**src/rtl/scrd_pkg.sv**
```systemverilog
// Package for the sum-checked response deframer.
// Holds frame constants, status codes and the result record type.
// No dependencies.
package scrd_pkg;

   localparam logic [7:0]  SYNC_FIRST     = 8'hEF;
   localparam logic [7:0]  SYNC_SECOND    = 8'h01;
   localparam logic [7:0]  ACK_TYPE_RESET = 8'h07;
   localparam int          POS_WIDTH      = 17;
   localparam logic [16:0] POS_MAX        = 17'h1FFFF;
   localparam logic [16:0] POS_SYNC0      = 17'd0;
   localparam logic [16:0] POS_SYNC1      = 17'd1;
   localparam logic [16:0] POS_TYPE       = 17'd6;
   localparam logic [16:0] POS_LEN_HIGH   = 17'd7;
   localparam logic [16:0] POS_LEN_LOW    = 17'd8;
   localparam logic [16:0] POS_BODY       = 17'd9;
   localparam logic [17:0] FRAME_MIN      = 18'd11;
   localparam logic [17:0] HDR_BYTES      = 18'd9;
   localparam logic [16:0] SUM_OFFSET     = 17'd7;
   localparam logic [15:0] LEN_MIN        = 16'd2;

   typedef enum logic [2:0] {
      ST_OK        = 3'd0,
      ST_TOO_SHORT = 3'd1,
      ST_BAD_SYNC  = 3'd2,
      ST_NOT_ACK   = 3'd3,
      ST_TRUNCATED = 3'd4,
      ST_BAD_SUM   = 3'd5
   } status_type;

   typedef enum logic {
      KIND_PAYLOAD = 1'b0,
      KIND_STATUS  = 1'b1
   } kind_type;

   typedef struct packed {
      kind_type    kind;
      logic [7:0]  payload_byte;
      status_type  status;
      logic [15:0] payload_length;
      logic        last;
   } result_type;

endpackage

```
**src/rtl/sum_checked_response_deframer_unit.sv**
```systemverilog
// Response deframer with a 16-bit additive checksum, one byte per transaction.
// Per-frame state registers feed a three-entry result queue.
// Depends on scrd_pkg.
//
//   channel | direction | payload
//   req     | in        | tdata[7:0] rx_byte, tlast end_of_transfer
//   rsp     | out       | tdata payload_byte/frame_status/payload_length, tuser kind, tlast
//   csr     | in        | csr_wr_data ack_type, written when csr_wr_en is high
//
// One byte per cycle while req_tready is high; the byte is checked and summed in
// the cycle it is taken. A byte yields zero, one or two results; the result queue
// holds three, and req_tready is high while it holds at most one, so two-result bytes
// (payload on the final byte) drain at one result per cycle while rsp_tready is high.
// Synchronous reset clears frame state, the queue and sets ack_type to 0x07.
// Results wait in the queue under rsp_tready low; input stalls when it fills.
module sum_checked_response_deframer_unit (
   input  logic        clock,
   input  logic        reset,
   input  logic        req_tvalid,
   output logic        req_tready,
   input  logic [7:0]  req_tdata,   // [7:0] rx_byte
   input  logic        req_tlast,
   output logic        rsp_tvalid,
   input  logic        rsp_tready,
   output logic [31:0] rsp_tdata,   // [7:0] payload_byte, [10:8] frame_status,
                                    // [26:11] payload_length, [31:27] zero
   output logic        rsp_tuser,   // [0] result_kind
   output logic        rsp_tlast,
   input  logic        csr_wr_en,
   input  logic [7:0]  csr_wr_data
);

   logic [7:0]  ack_ff;
   logic [16:0] pos_ff, pos_in;
   logic [15:0] len_ff, len_in;
   logic [15:0] sum_ff, sum_in;
   logic [7:0]  rsumh_ff, rsumh_in;
   logic [15:0] rsum_ff, rsum_in;
   logic        sync_ff, sync_in;
   logic        type_ff, type_in;

   scrd_pkg::result_type q_ff [3];
   logic [1:0] wr_ptr_ff, wr_ptr_in;
   logic [1:0] rd_ptr_ff, rd_ptr_in;
   logic [1:0] cnt_ff, cnt_in;

   logic        accept, pop;
   logic [7:0]  b;
   logic [16:0] sum_at;
   logic        hdr_sum, body, in_payload, emit_payload;
   logic [17:0] count;
   scrd_pkg::status_type status;
   logic [15:0] plen;
   logic [1:0]  npush;
   logic [1:0]  wr_next;
   scrd_pkg::result_type res_pay, res_st, res_first;
   scrd_pkg::result_type head;

   assign accept = req_tvalid & req_tready;
   assign pop    = rsp_tvalid & rsp_tready;
   assign b      = req_tdata;

   always_comb begin
      sum_at     = {1'b0, len_ff} + scrd_pkg::SUM_OFFSET;
      sync_in    = sync_ff;
      type_in    = type_ff;
      len_in     = len_ff;
      if ((pos_ff == scrd_pkg::POS_SYNC0) && (b != scrd_pkg::SYNC_FIRST)) begin
         sync_in = 1'b0;
      end
      if ((pos_ff == scrd_pkg::POS_SYNC1) && (b != scrd_pkg::SYNC_SECOND)) begin
         sync_in = 1'b0;
      end
      if ((pos_ff == scrd_pkg::POS_TYPE) && (b != ack_ff)) begin
         type_in = 1'b0;
      end
      if (pos_ff == scrd_pkg::POS_LEN_HIGH) begin
         len_in = {b, 8'h00};
      end
      if (pos_ff == scrd_pkg::POS_LEN_LOW) begin
         len_in = len_ff | {8'h00, b};
      end

      hdr_sum      = (pos_ff >= scrd_pkg::POS_TYPE) && (pos_ff <= scrd_pkg::POS_LEN_LOW);
      body         = (pos_ff >= scrd_pkg::POS_BODY) && (len_ff >= scrd_pkg::LEN_MIN);
      in_payload   = body && (pos_ff < sum_at);
      emit_payload = in_payload && sync_in && type_in;

      sum_in   = (hdr_sum || in_payload) ? sum_ff + {8'h00, b} : sum_ff;
      rsumh_in = (body && (pos_ff == sum_at)) ? b : rsumh_ff;
      rsum_in  = (body && (pos_ff == sum_at + 17'd1)) ? {rsumh_ff, b} : rsum_ff;

      count = {1'b0, pos_ff} + 18'd1;
      plen  = '0;
      if (count < scrd_pkg::FRAME_MIN) begin
         status = scrd_pkg::ST_TOO_SHORT;
      end else if (!sync_in) begin
         status = scrd_pkg::ST_BAD_SYNC;
      end else if (!type_in) begin
         status = scrd_pkg::ST_NOT_ACK;
      end else if ((len_in < scrd_pkg::LEN_MIN) ||
                   (count < scrd_pkg::HDR_BYTES + {2'b00, len_in})) begin
         status = scrd_pkg::ST_TRUNCATED;
      end else if (sum_in != rsum_in) begin
         status = scrd_pkg::ST_BAD_SUM;
      end else begin
         status = scrd_pkg::ST_OK;
         plen   = len_in - scrd_pkg::LEN_MIN;
      end

      if (req_tlast) begin
         pos_in = '0;
      end else if (pos_ff != scrd_pkg::POS_MAX) begin
         pos_in = pos_ff + 17'd1;
      end else begin
         pos_in = pos_ff;
      end

      res_pay = '{kind: scrd_pkg::KIND_PAYLOAD, payload_byte: b,
                  status: scrd_pkg::ST_OK, payload_length: 16'd0, last: 1'b0};
      res_st  = '{kind: scrd_pkg::KIND_STATUS, payload_byte: 8'd0,
                  status: status, payload_length: plen, last: 1'b1};
      res_first = emit_payload ? res_pay : res_st;
      npush     = accept ? ({1'b0, emit_payload} + {1'b0, req_tlast}) : 2'd0;
   end

   always_comb begin
      wr_next   = (wr_ptr_ff == 2'd2) ? 2'd0 : wr_ptr_ff + 2'd1;
      wr_ptr_in = wr_ptr_ff;
      case (npush)
         2'd1: wr_ptr_in = wr_next;
         2'd2: wr_ptr_in = (wr_next == 2'd2) ? 2'd0 : wr_next + 2'd1;
         default: wr_ptr_in = wr_ptr_ff;
      endcase
      rd_ptr_in = rd_ptr_ff;
      if (pop) begin
         rd_ptr_in = (rd_ptr_ff == 2'd2) ? 2'd0 : rd_ptr_ff + 2'd1;
      end
      cnt_in = cnt_ff + npush - {1'b0, pop};
   end

   always_ff @(posedge clock) begin
      if (reset) begin
         ack_ff    <= scrd_pkg::ACK_TYPE_RESET;
         pos_ff    <= '0;
         len_ff    <= '0;
         sum_ff    <= '0;
         rsumh_ff  <= '0;
         rsum_ff   <= '0;
         sync_ff   <= 1'b1;
         type_ff   <= 1'b1;
         wr_ptr_ff <= '0;
         rd_ptr_ff <= '0;
         cnt_ff    <= '0;
      end else begin
         if (csr_wr_en) begin
            ack_ff <= csr_wr_data;
         end
         if (accept) begin
            if (req_tlast) begin
               pos_ff   <= '0;
               len_ff   <= '0;
               sum_ff   <= '0;
               rsumh_ff <= '0;
               rsum_ff  <= '0;
               sync_ff  <= 1'b1;
               type_ff  <= 1'b1;
            end else begin
               pos_ff   <= pos_in;
               len_ff   <= len_in;
               sum_ff   <= sum_in;
               rsumh_ff <= rsumh_in;
               rsum_ff  <= rsum_in;
               sync_ff  <= sync_in;
               type_ff  <= type_in;
            end
         end
         wr_ptr_ff <= wr_ptr_in;
         rd_ptr_ff <= rd_ptr_in;
         cnt_ff    <= cnt_in;
      end
   end

   // queue storage, no reset
   always_ff @(posedge clock) begin
      if (npush != 2'd0) begin
         q_ff[wr_ptr_ff] <= res_first;
      end
      if (npush == 2'd2) begin
         q_ff[wr_next] <= res_st;
      end
   end

   assign head       = q_ff[rd_ptr_ff];
   assign req_tready = (cnt_ff <= 2'd1);
   assign rsp_tvalid = (cnt_ff != 2'd0);
   assign rsp_tdata  = {5'd0, head.payload_length, head.status, head.payload_byte};
   assign rsp_tuser  = head.kind;
   assign rsp_tlast  = head.last;

   a_cnt_bound: assert property (@(posedge clock) disable iff (reset)
      cnt_ff <= 2'd3)
      else $error("result queue overflow");

   a_eot_clears: assert property (@(posedge clock) disable iff (reset)
      accept && req_tlast |=> (pos_ff == '0) && sync_ff && type_ff)
      else $error("frame state not cleared after final byte");

   a_eot_result: assert property (@(posedge clock) disable iff (reset)
      accept && req_tlast |=> cnt_ff != 2'd0)
      else $error("final byte produced no status");

   a_last_is_status: assert property (@(posedge clock) disable iff (reset)
      rsp_tvalid && rsp_tlast |-> rsp_tuser == scrd_pkg::KIND_STATUS)
      else $error("tlast on a payload transaction");

endmodule

```
**config.mk**
```make
export PLATFORM = sky130hd
export DESIGN_NAME = sum_checked_response_deframer_unit
export DESIGN_NICKNAME = d
export VERILOG_FILES = /design/src/rtl/scrd_pkg.sv /design/src/rtl/sum_checked_response_deframer_unit.sv
export SDC_FILE = /design/constraint.sdc
export NUM_CORES = 1
export LEC_CHECK = 0
export BUFFER_PORTS_ARGS = -buffer_cell sky130_fd_sc_hd__buf_2
export CELL_PAD_IN_SITES_DETAIL_PLACEMENT = 0
export CELL_PAD_IN_SITES_GLOBAL_PLACEMENT = 1
export CORE_MARGIN = 1.5
export CORE_UTILIZATION = 48
export CTS_CLUSTER_DIAMETER = 80
export DETAILED_ROUTE_END_ITERATION = 10
export GPL_TIMING_DRIVEN = 0
export PLACE_DENSITY = 0.85
export SYNTH_ARGS = -nofsm -noshare
export SYNTH_HDL_FRONTEND = slang
export SYNTH_SLANG_ARGS = --single-unit
```
**constraint.sdc**
```tcl
create_clock -name clock -period 6.35 [get_ports clock]
set_input_delay 0 -clock clock [delete_from_list [all_inputs] [get_ports clock]]
set_output_delay 0 -clock clock [all_outputs]
set_load 0.05 [all_outputs]
```
Word-level counts from Yosys, hierarchy flattened
Memory sizes are Yosys's and may differ from the RTL's. A register that Yosys moved wholly into a read port is not among the register bits.
Cells that the tools add are included.
Operators by class
  $add $sub $neg: 13
  $lt $le $gt $ge: 9
  bitwise gates (word level): 3
  equal/unequal tests: 16
  reduce and logical (&&, ||, !) cells: 20
  muxes and demuxes: 38
Operator list (number)
  $mux 16: 12
  $add 17x1->17 const B: 2
  $eq 17x17->1: 2
  $eq 17x3->1 const B: 2
  $mux 17: 2
  $mux 29: 1
  $add 17x1->18 const B: 1
  $lt 18x17->1: 1
  $lt 18x4->1 const B: 1
  $add 16x3->17 const B: 1
  $add 4x16->17 const A: 1
  $eq 17x1->1 const B: 1
  $eq 17x4->1 const B: 1
  $ge 17x3->1 const B: 1
  $ge 17x4->1 const B: 1
  $le 17x4->1 const B: 1
  $logic_not 17->1: 1
  $lt 17x17->1: 1
  $ne 17x17->1 const B: 1
  $add 16x8->16: 1
  $ge 16x2->1 const B: 1
  $lt 16x2->1 const B: 1
  $mux 8: 2
  $ne 16x16->1: 1
  21 further kinds: 59
Storage, ports and cells
  flip-flop bits (word level): 89
  memories kept: 1
  logic and storage cells: 111
  memory bits (writable): 87
Memory list
  q_ff: depth 3, bits a word 29, read ports 1, clocked after Yosys merged registers in 1, write ports 2, line sum_checked_response_deframer_unit.sv:42  | scrd_pkg::result_type q_ff [3];

Depth between registers and ports, before layout
Gate-level depths: netlist (run 1).
  word-level depth: 12
  mapped depth: 27
  gate-level depth less buffers: 22

Worst setup path after synthesis (run 1)
Ideal clock, no wire load.
  path kind: reg-to-reg
  start: reg pos_ff[9]
  end: mem q_ff[0][7] in the netlist's numbering (data pin)
  path slack: 0.592 ns
  clock period less this slack: 5.758 ns
  cell stages (with the launch flop): 24
  arrival time: 5.478 ns
  cell sequence: dfxtp_1 > clkbuf_1 > nor4_1 > nand4_1 > nor4b_1 > clkbuf_1 > nor2_1 > ha_1 > and2_1 > mux2i_1 > ha_1 > a21o_1 > a21o_1 > a21o_1 > a21o_1 > a21oi_1 > nor2b_1 > o21ai_0 > a21oi_1 > o31ai_1 > a21oi_1 > o21ai_1 > clkbuf_1 > nor4_1
RTL lines
  from (decl): line sum_checked_response_deframer_unit.sv:34  | logic [16:0] pos_ff, pos_in;
  from (signal assigned): line sum_checked_response_deframer_unit.sv:169  | pos_ff <= pos_in;
  to (decl): line sum_checked_response_deframer_unit.sv:42

==> impl_metrics.env, run 1 <==
export IMPL_synth_top_cell_area_share_pct=20.68
export IMPL_crit_family="simple AND/OR/NAND/NOR gates"
export IMPL_cp_startpoint="len_ff[0]"
export IMPL_core_mm2=0.02340
export IMPL_synth_area_leaders="dfxtp_1, edfxtp_1, ha_1"
export IMPL_firstDrtPassIters=5
export IMPL_synth_simple_gate_area_share_pct=22.03
export IMPL_slew_headroom_pct=26.15
export IMPL_crit_chain="buf_2 > inv_1 > ha_1 > buf_6 > nor2b_1 > buf_2 > or3b_2 > xor3_1 > xnor2_1 > nor4_1 > nor3_1 > or4_4 > nor3_2 > buf_6 > buf_12 > mux2i_1 > xor2_1 > nand4_1 > or4_4 > clkbuf_1 > nor4_1"
export IMPL_synth_avg_cell_area_um2=8.808
export IMPL_die_area_mm2=0.02473
export IMPL_grtUsageMet2_pct=44.28
export IMPL_fillCellCount=2182
export IMPL_grt_setup_unrepaired="false"
export IMPL_yosys_area_top_type="dfxtp_1"
export IMPL_synthMuxAreaShare_pct=5.805
export IMPL_rr_startpoint="len_ff[0]"
export IMPL_syn2layout_area_growth_pct=13.77
export IMPL_rows=56
export IMPL_cap_viol_max_count=0
export IMPL_ff_latch_area_mm2=0.004074
export IMPL_ant_nets=0
export IMPL_powerDensity_mw_per_mm2=227.2
export IMPL_synth_compound_area_share_pct=15.98
export IMPL_synth_edf_count=57
export IMPL_grt_max_degree=22
export IMPL_path_max_fanout=10
export IMPL_dp_hpwl_um=24180
export IMPL_synth_xor_area_share_pct=8.959
export IMPL_synthArstFlopShare_pct=0
export IMPL_instances_no_fill=1722
export IMPL_place_congestion=0.9061
export IMPL_drt_iter0_drc=933
export IMPL_cts_tree="built"
export IMPL_p_total_mw=2.953
export IMPL_htreeDepth=4
export IMPL_routedWlPerCell_um=19.10
export IMPL_postPlaceCellArea_mm2=0.01211
export IMPL_synthFlopType="dfxtp_1"
export IMPL_cp_num_buf_inv=7
export IMPL_nNetsFinal=1470
export IMPL_use_met3_pct=2.726
export IMPL_die_w_um=157.3
export IMPL_worstSetupPathType="flip-flop to flip-flop"
export IMPL_hold_path_class="primary input to flip-flop"
export IMPL_top_usage_layer="met2"
export IMPL_slowest_delay_ns=0.61
export IMPL_synth_top_family_by_area="simple AND/OR/NAND/NOR gates"
export IMPL_timing_hold_ws_ns=0.09067
export IMPL_synth_cells=1297
export IMPL_synth_seq_cells=175
export IMPL_clock_latency_ns=0.45
export IMPL_power_leakage_nw=4.644
export IMPL_min_period_ns=6.055
export IMPL_cp_required_ns=6.58
export IMPL_setup_violations=0
export IMPL_drv_slew=0
export IMPL_vias_per_cell=5.860
export IMPL_crit_path_end_kind="flip-flop"
export IMPL_skew_ns=0.01472
export IMPL_root_buffer="clkbuf_16"
export IMPL_synth_adder_area_share_pct=6.418
export IMPL_slowest_stage="or4_4"
export IMPL_finalCritPeriodShare_pct=95.35
export IMPL_numClockSinks=175
export IMPL_initial_core_util_pct=48.81
export IMPL_cts_clk_slew_worst_paths_ns=0.08
export IMPL_die_h_um=157.3
export IMPL_cp_start_kind="flip-flop"
export IMPL_grt_pass1_vias=9463
export IMPL_synth_area_mm2=0.01142
export IMPL_multi_input_area_mm2=0.006880
export IMPL_drive_gt1_share_pct=12.40
export IMPL_stdcell_area_mm2=0.01300
export IMPL_worstHoldStart="req_tdata[1]"
export IMPL_grt_first_pass_wirelength_um=51740
export IMPL_hold_violations=0
export IMPL_fmax_ghz=0.1652
export IMPL_wl_um=32890
export IMPL_port_buffers=51
export IMPL_dr_total_vias=10090
export IMPL_ys_warn_count=0
export IMPL_antenna_cells=0
export IMPL_place_inst=1672
export IMPL_cts_made_buffers=17
export IMPL_use_met1_pct=37.90
export IMPL_ir_drop_uv=146.8
export IMPL_grt_usage_pct=27.19
export IMPL_ys_seq_area_share_pct=35.66
export IMPL_drc=0
export IMPL_antenna_found_initial=0
export IMPL_synth_distinct_cells=79
export IMPL_cts_buffer_depth=2
export IMPL_worstMarginPinSlew_ns=1.093
export IMPL_worst_ep_arrival_time_ns=6.29
export IMPL_grt_overflow=0
export IMPL_ioPinCount=58
export IMPL_final_core_util_pct=55.53
export IMPL_status="completed"
==> cells by family (layout without fill, tap and decap cells) <==
| kind of cell | after synthesis | count (layout) |
|---|---|---|
| compound gates | 278 | 278 |
| xor+xnor | 112 | 112 |
| fa+ha+maj | 58 | 58 |
| buf+inv | 130 | 232 |
| flops | 175 | 175 |
| mux | 66 | 66 |
| other cells | 1 | 5 |
| simple gates | 477 | 477 |
==> state kept, by name (all words and copies together) (netlist names), named ones only <==
signal and cells:
ack_ff 8, cnt_ff 2, len_ff 16, pos_ff 17, q_ff 84, rd_ptr_ff 2
rsum_ff 16, rsumh_ff 8, sum_ff 16, sync_ff 1, type_ff 1, wr_ptr_ff 2
==> path summary, 6_finish.rpt <==
path / end / slack, ns / depth (start not counted)
max reg2reg: q_ff[1][14] / 0.30 / 21
min: sum_ff[1] / 0.09 / 4
max: q_ff[1][14] / 0.30 / 21
min reg2reg: q_ff[1][0] / 0.45 / 2
==> stage by stage <==
step	setup TNS (ns)	worst slack, ns
final	0	0.2952
after CTS	0	0.03272
after global placement	-48.99	-1.065
after floorplan	0	0.5918
after detailed placement	-16.50	-0.4767
after global routing	0	0.01034
==> what timing repair did <==
| action | in CTS | in global routing |
|---|---|---|
| setup endpoints to repair | 71 | 111 |
| pin swaps | 2 | 0 |
| hold buffers | 11 | 0 |
| hold endpoints to repair | 11 | 0 |
| buffers inserted | 5 | 1 |
| gates resized for setup | 5 | 23 |
==> placed cells by master, fill, tap and decap left out, types with 15 or more instances in the layout <==
cell type / netlist / final
nor3_1: 27 / 27
clkbuf_1: 71 / 67
nor4_1: 50 / 44
mux2i_1: 64 / 64
clkbuf_16: 0 / 17
nor2_1: 148 / 144
nand3_1: 23 / 23
edfxtp_1: 57 / 57
a22oi_1: 57 / 56
nor2b_1: 15 / 15
nand4_1: 21 / 21
a21oi_1: 63 / 61
nor4_2: 18 / 24
ha_1: 57 / 57
a22o_1: 25 / 25
buf_4: 8 / 15
dfxtp_1: 118 / 118
xnor2_1: 66 / 66
o21ai_0: 71 / 69
nand2_1: 95 / 95
buf_2: 10 / 61
inv_1: 32 / 30
xor2_1: 43 / 43
==> area by class of cell <==
| cell class | instances | share of cell area, % |
|---|---|---|
| Timing Repair Buffer | 70 | 3.254 |
| Clock buffer | 17 | 3.273 |
| Sequential cell | 175 | 31.35 |
| Buffer | 98 | 3.620 |
| Multi-Input combinational cell | 996 | 52.94 |
| Inverter | 32 | 0.9820 |
| Tap cell | 319 | 3.071 |
| Clock inverter | 15 | 1.512 |
==> layer usage <==
| metal | part of all wire (%) | vias to the layer above |
|---|---|---|
| li1 | - | 4900 |
| met5 | 0 | - |
| met2 | 46 | 356 |
| met3 | 5.7 | 58 |
| met1 | 46 | 4777 |
| met4 | 2.3 | 0 |
==> tightest hold or removal path, stage by stage <==
cell and delay (ns):
buf_2 0.15, fa_1 0.20, a22oi_1 0.07, nor2_1 0.08
==> synth_stat cells (18+ instances only) <==
cell and number:
edfxtp_1 57, mux2i_1 64, ha_1 57, nor3_1 27, a22o_1 25, dfxtp_1 118
nand2_1 95, nand4_1 21, nor2_1 148, xnor2_1 66, clkbuf_1 71, a22oi_1 57
a21oi_1 63, inv_1 32, nor4_2 18, xor2_1 43, nor4_1 50, nand3_1 23
o21ai_0 71
==> power by group <==
group	leakage, nW	switching, mW	total, mW	internal [mW]
Sequential	1.46	0.0228	1.23	1.20
Combinational	2.88	0.462	0.622	0.160
Clock	0.301	0.559	1.10	0.546
Total	4.64	1.04	2.95	1.91
Power figures use the tool's default switching activity.
==> run 2: changes to the inputs <==
--- a/config.mk
+++ b/config.mk
@@ -12,3 +12,2 @@
 export CORE_UTILIZATION = 48
-export CTS_CLUSTER_DIAMETER = 80
 export DETAILED_ROUTE_END_ITERATION = 10
==> constraint.sdc (replaced) <==
create_clock -name clock -period 6.35 [get_ports clock]
set_input_delay 0.635 -clock clock [delete_from_list [all_inputs] [get_ports clock]]
set_output_delay 0.635 -clock clock [all_outputs]
set_load 0.05 [all_outputs]
==> run 2 against run 1 <==
  * Clock-buffer cell count stayed put
  * Sequential power is essentially flat
  * Largest power group unchanged
  * Non-clock buffer count decreased by 11
  * Register-to-register slack lost 0.02 ns
  * Global-route usage down 0.16 points
  * First-iteration DRC count is 3.8% higher
  * Highest routed layer unchanged
  * Clock power barely moved
  * Clock skew up 0.0011 ns
==> impl_metrics.env, run 2 (synthesis gave the netlist of run 1 again) <==
export IMPL_status="completed"
export IMPL_cts_clk_slew_worst_paths_ns=0.08
export IMPL_hold_violations=0
export IMPL_worstSetupPathType="flip-flop to flip-flop"
export IMPL_min_period_ns=6.073
export IMPL_crit_family="simple AND/OR/NAND/NOR gates"
export IMPL_cp_required_ns=6.58
export IMPL_die_h_um=157.3
export IMPL_skew_ns=0.01584
export IMPL_syn2layout_area_growth_pct=12.80
export IMPL_numClockSinks=175
export IMPL_wl_um=32700
export IMPL_crit_path_end_kind="flip-flop"
export IMPL_cp_num_buf_inv=7
export IMPL_rr_startpoint="len_ff[0]"
export IMPL_grt_max_degree=22
export IMPL_power_leakage_nw=4.600
export IMPL_rrSetupSlack_ns=0.28
export IMPL_mostFrequentLayoutCell="nor2_1"
export IMPL_path_max_fanout=10
export IMPL_cts_made_buffers=17
export IMPL_grt_pass1_vias=9401
export IMPL_top_regs="q_ff x84, pos_ff x17"
export IMPL_worst_ep_arrival_time_ns=6.31
export IMPL_crit_chain="buf_2 > inv_1 > ha_1 > buf_6 > nor2b_1 > buf_2 > or3b_2 > xor3_1 > xnor2_1 > nor4_1 > nor3_1 > or4_4 > nor3_2 > buf_6 > buf_12 > mux2i_1 > xor2_1 > nand4_1 > or4_4 > clkbuf_1 > nor4_1"
export IMPL_ant_nets=0
export IMPL_powerDensity_mw_per_mm2=228.9
export IMPL_fillCellCount=2195
export IMPL_core_mm2=0.02340
export IMPL_antenna_found_initial=0
export IMPL_drt_iter0_drc=968
export IMPL_setup_violations=0
export IMPL_die_w_um=157.3
export IMPL_timing_hold_ws_ns=0.3860
export IMPL_hold_path_class="primary input to flip-flop"
export IMPL_grt_overflow=0
export IMPL_largest_reg_flops=84
export IMPL_cts_buffer_depth=2
export IMPL_dr_total_vias=10090
export IMPL_min_path_cells=2
export IMPL_slowest_stage="or4_4"
export IMPL_cap_viol_max_count=0
export IMPL_slew_headroom_pct=24.84
export IMPL_port_buffers=51
export IMPL_min_to="ack_ff[1]"
export IMPL_grt_usage_pct=27.03
export IMPL_root_buffer="clkbuf_16"
export IMPL_rows=56
export IMPL_worstHoldStart="csr_wr_data[1]"
export IMPL_cts_tree="built"
export IMPL_routedWlPerCell_um=19.11
export IMPL_r2r_end="q_ff[1][14]"
export IMPL_finalCritPeriodShare_pct=95.64
export IMPL_cp_start_kind="flip-flop"
export IMPL_drive_gt1_share_pct=12.50
export IMPL_dp_hpwl_um=24180
export IMPL_drv_slew=0
export IMPL_fin_tns_setup_ns=0
export IMPL_grt_setup_unrepaired="false"
export IMPL_initial_core_util_pct=48.81
export IMPL_p_total_mw=2.949
export IMPL_grt_first_pass_wirelength_um=51430
export IMPL_regMostFlops="q_ff"
export IMPL_die_area_mm2=0.02473
export IMPL_place_congestion=0.9061
export IMPL_drc=0
export IMPL_ioPinCount=58
export IMPL_mostFrequentLayoutCells="nor2_1, dfxtp_1, nand2_1"
export IMPL_worstMarginPinSlew_ns=1.113
export IMPL_nNetsFinal=1459
export IMPL_fmax_ghz=0.1647
export IMPL_clock_latency_ns=0.45
export IMPL_r2r_cells=21
export IMPL_slowest_delay_ns=0.61
export IMPL_htreeDepth=4
export IMPL_firstDrtPassIters=7
export IMPL_vias_per_cell=5.894
export IMPL_final_core_util_pct=55.06
export IMPL_ir_drop_uv=146.9
export IMPL_antenna_cells=0
-- run 2: area by class of cell --
| cell class | instances | area (µm²) | share of cell area (%) |
|---|---|---|---|
| inverters | 32 | 127.6 | 0.9904 |
| clock buffers | 17 | 425.4 | 3.301 |
| flip-flops and latches | 175 | 4074 | 31.61 |
| multi-input cells | 996 | 6880 | 53.39 |
| clock inverters | 15 | 196.4 | 1.524 |
| well taps | 319 | 399.1 | 3.097 |
| repair buffers | 59 | 312.8 | 2.427 |
| plain buffers | 98 | 470.5 | 3.651 |
-- run 2: metal layers --
metal / GRT usage, % / part of all wire (%) / vias up
li1: - / - / 4894
met5: 0 / 0 / -
met4: 8.535 / 2.7 / 0
met1: 37.72 / 46 / 4762
met3: 2.726 / 5.8 / 63
met2: 43.95 / 46 / 366
-- run 2: how the worst max path moves through the flow --
stage	end	startpoint	cells after the start	slack, ns
after floorplan	q_ff[0][7]	pos_ff[9]	23	0.59
after global placement	q_ff[0][11]	pos_ff[9]	22	-1.07
after detailed placement	q_ff[2][7]	pos_ff[9]	22	-0.48
after CTS	q_ff[0][13]	len_ff[0]	21	0.03
after global routing	q_ff[1][11]	len_ff[0]	21	0.01
final	q_ff[1][14]	len_ff[0]	21	0.28
-- run 2: timing repair --
action	CTS	global route
buffers inserted	5	1
pin swaps	2	0
gates resized for setup	5	23
setup endpoints to repair	71	111
hold buffers	0	0
-- run 2: power by group --
part           leakage, nW  switching (mW)  internal, mW
Sequential            1.46          0.0225          1.20
Clock                0.301           0.561         0.546
Combinational         2.84           0.462         0.155
Total                 4.60            1.04          1.90
-- run 2: stage by stage --
step | cell area [µm²] | std cells | worst slack (ns)
2_1_floorplan | 11440 | 1301 | 0.5918
3_3_place_gp | 12090 | 1671 | -1.065
3_5_place_dp | 12110 | 1672 | -0.4767
4_1_cts | 12790 | 1709 | 0.03272
5_1_grt | 12890 | 1711 | 0.01034
6_report | 12890 | 1711 | 0.2770
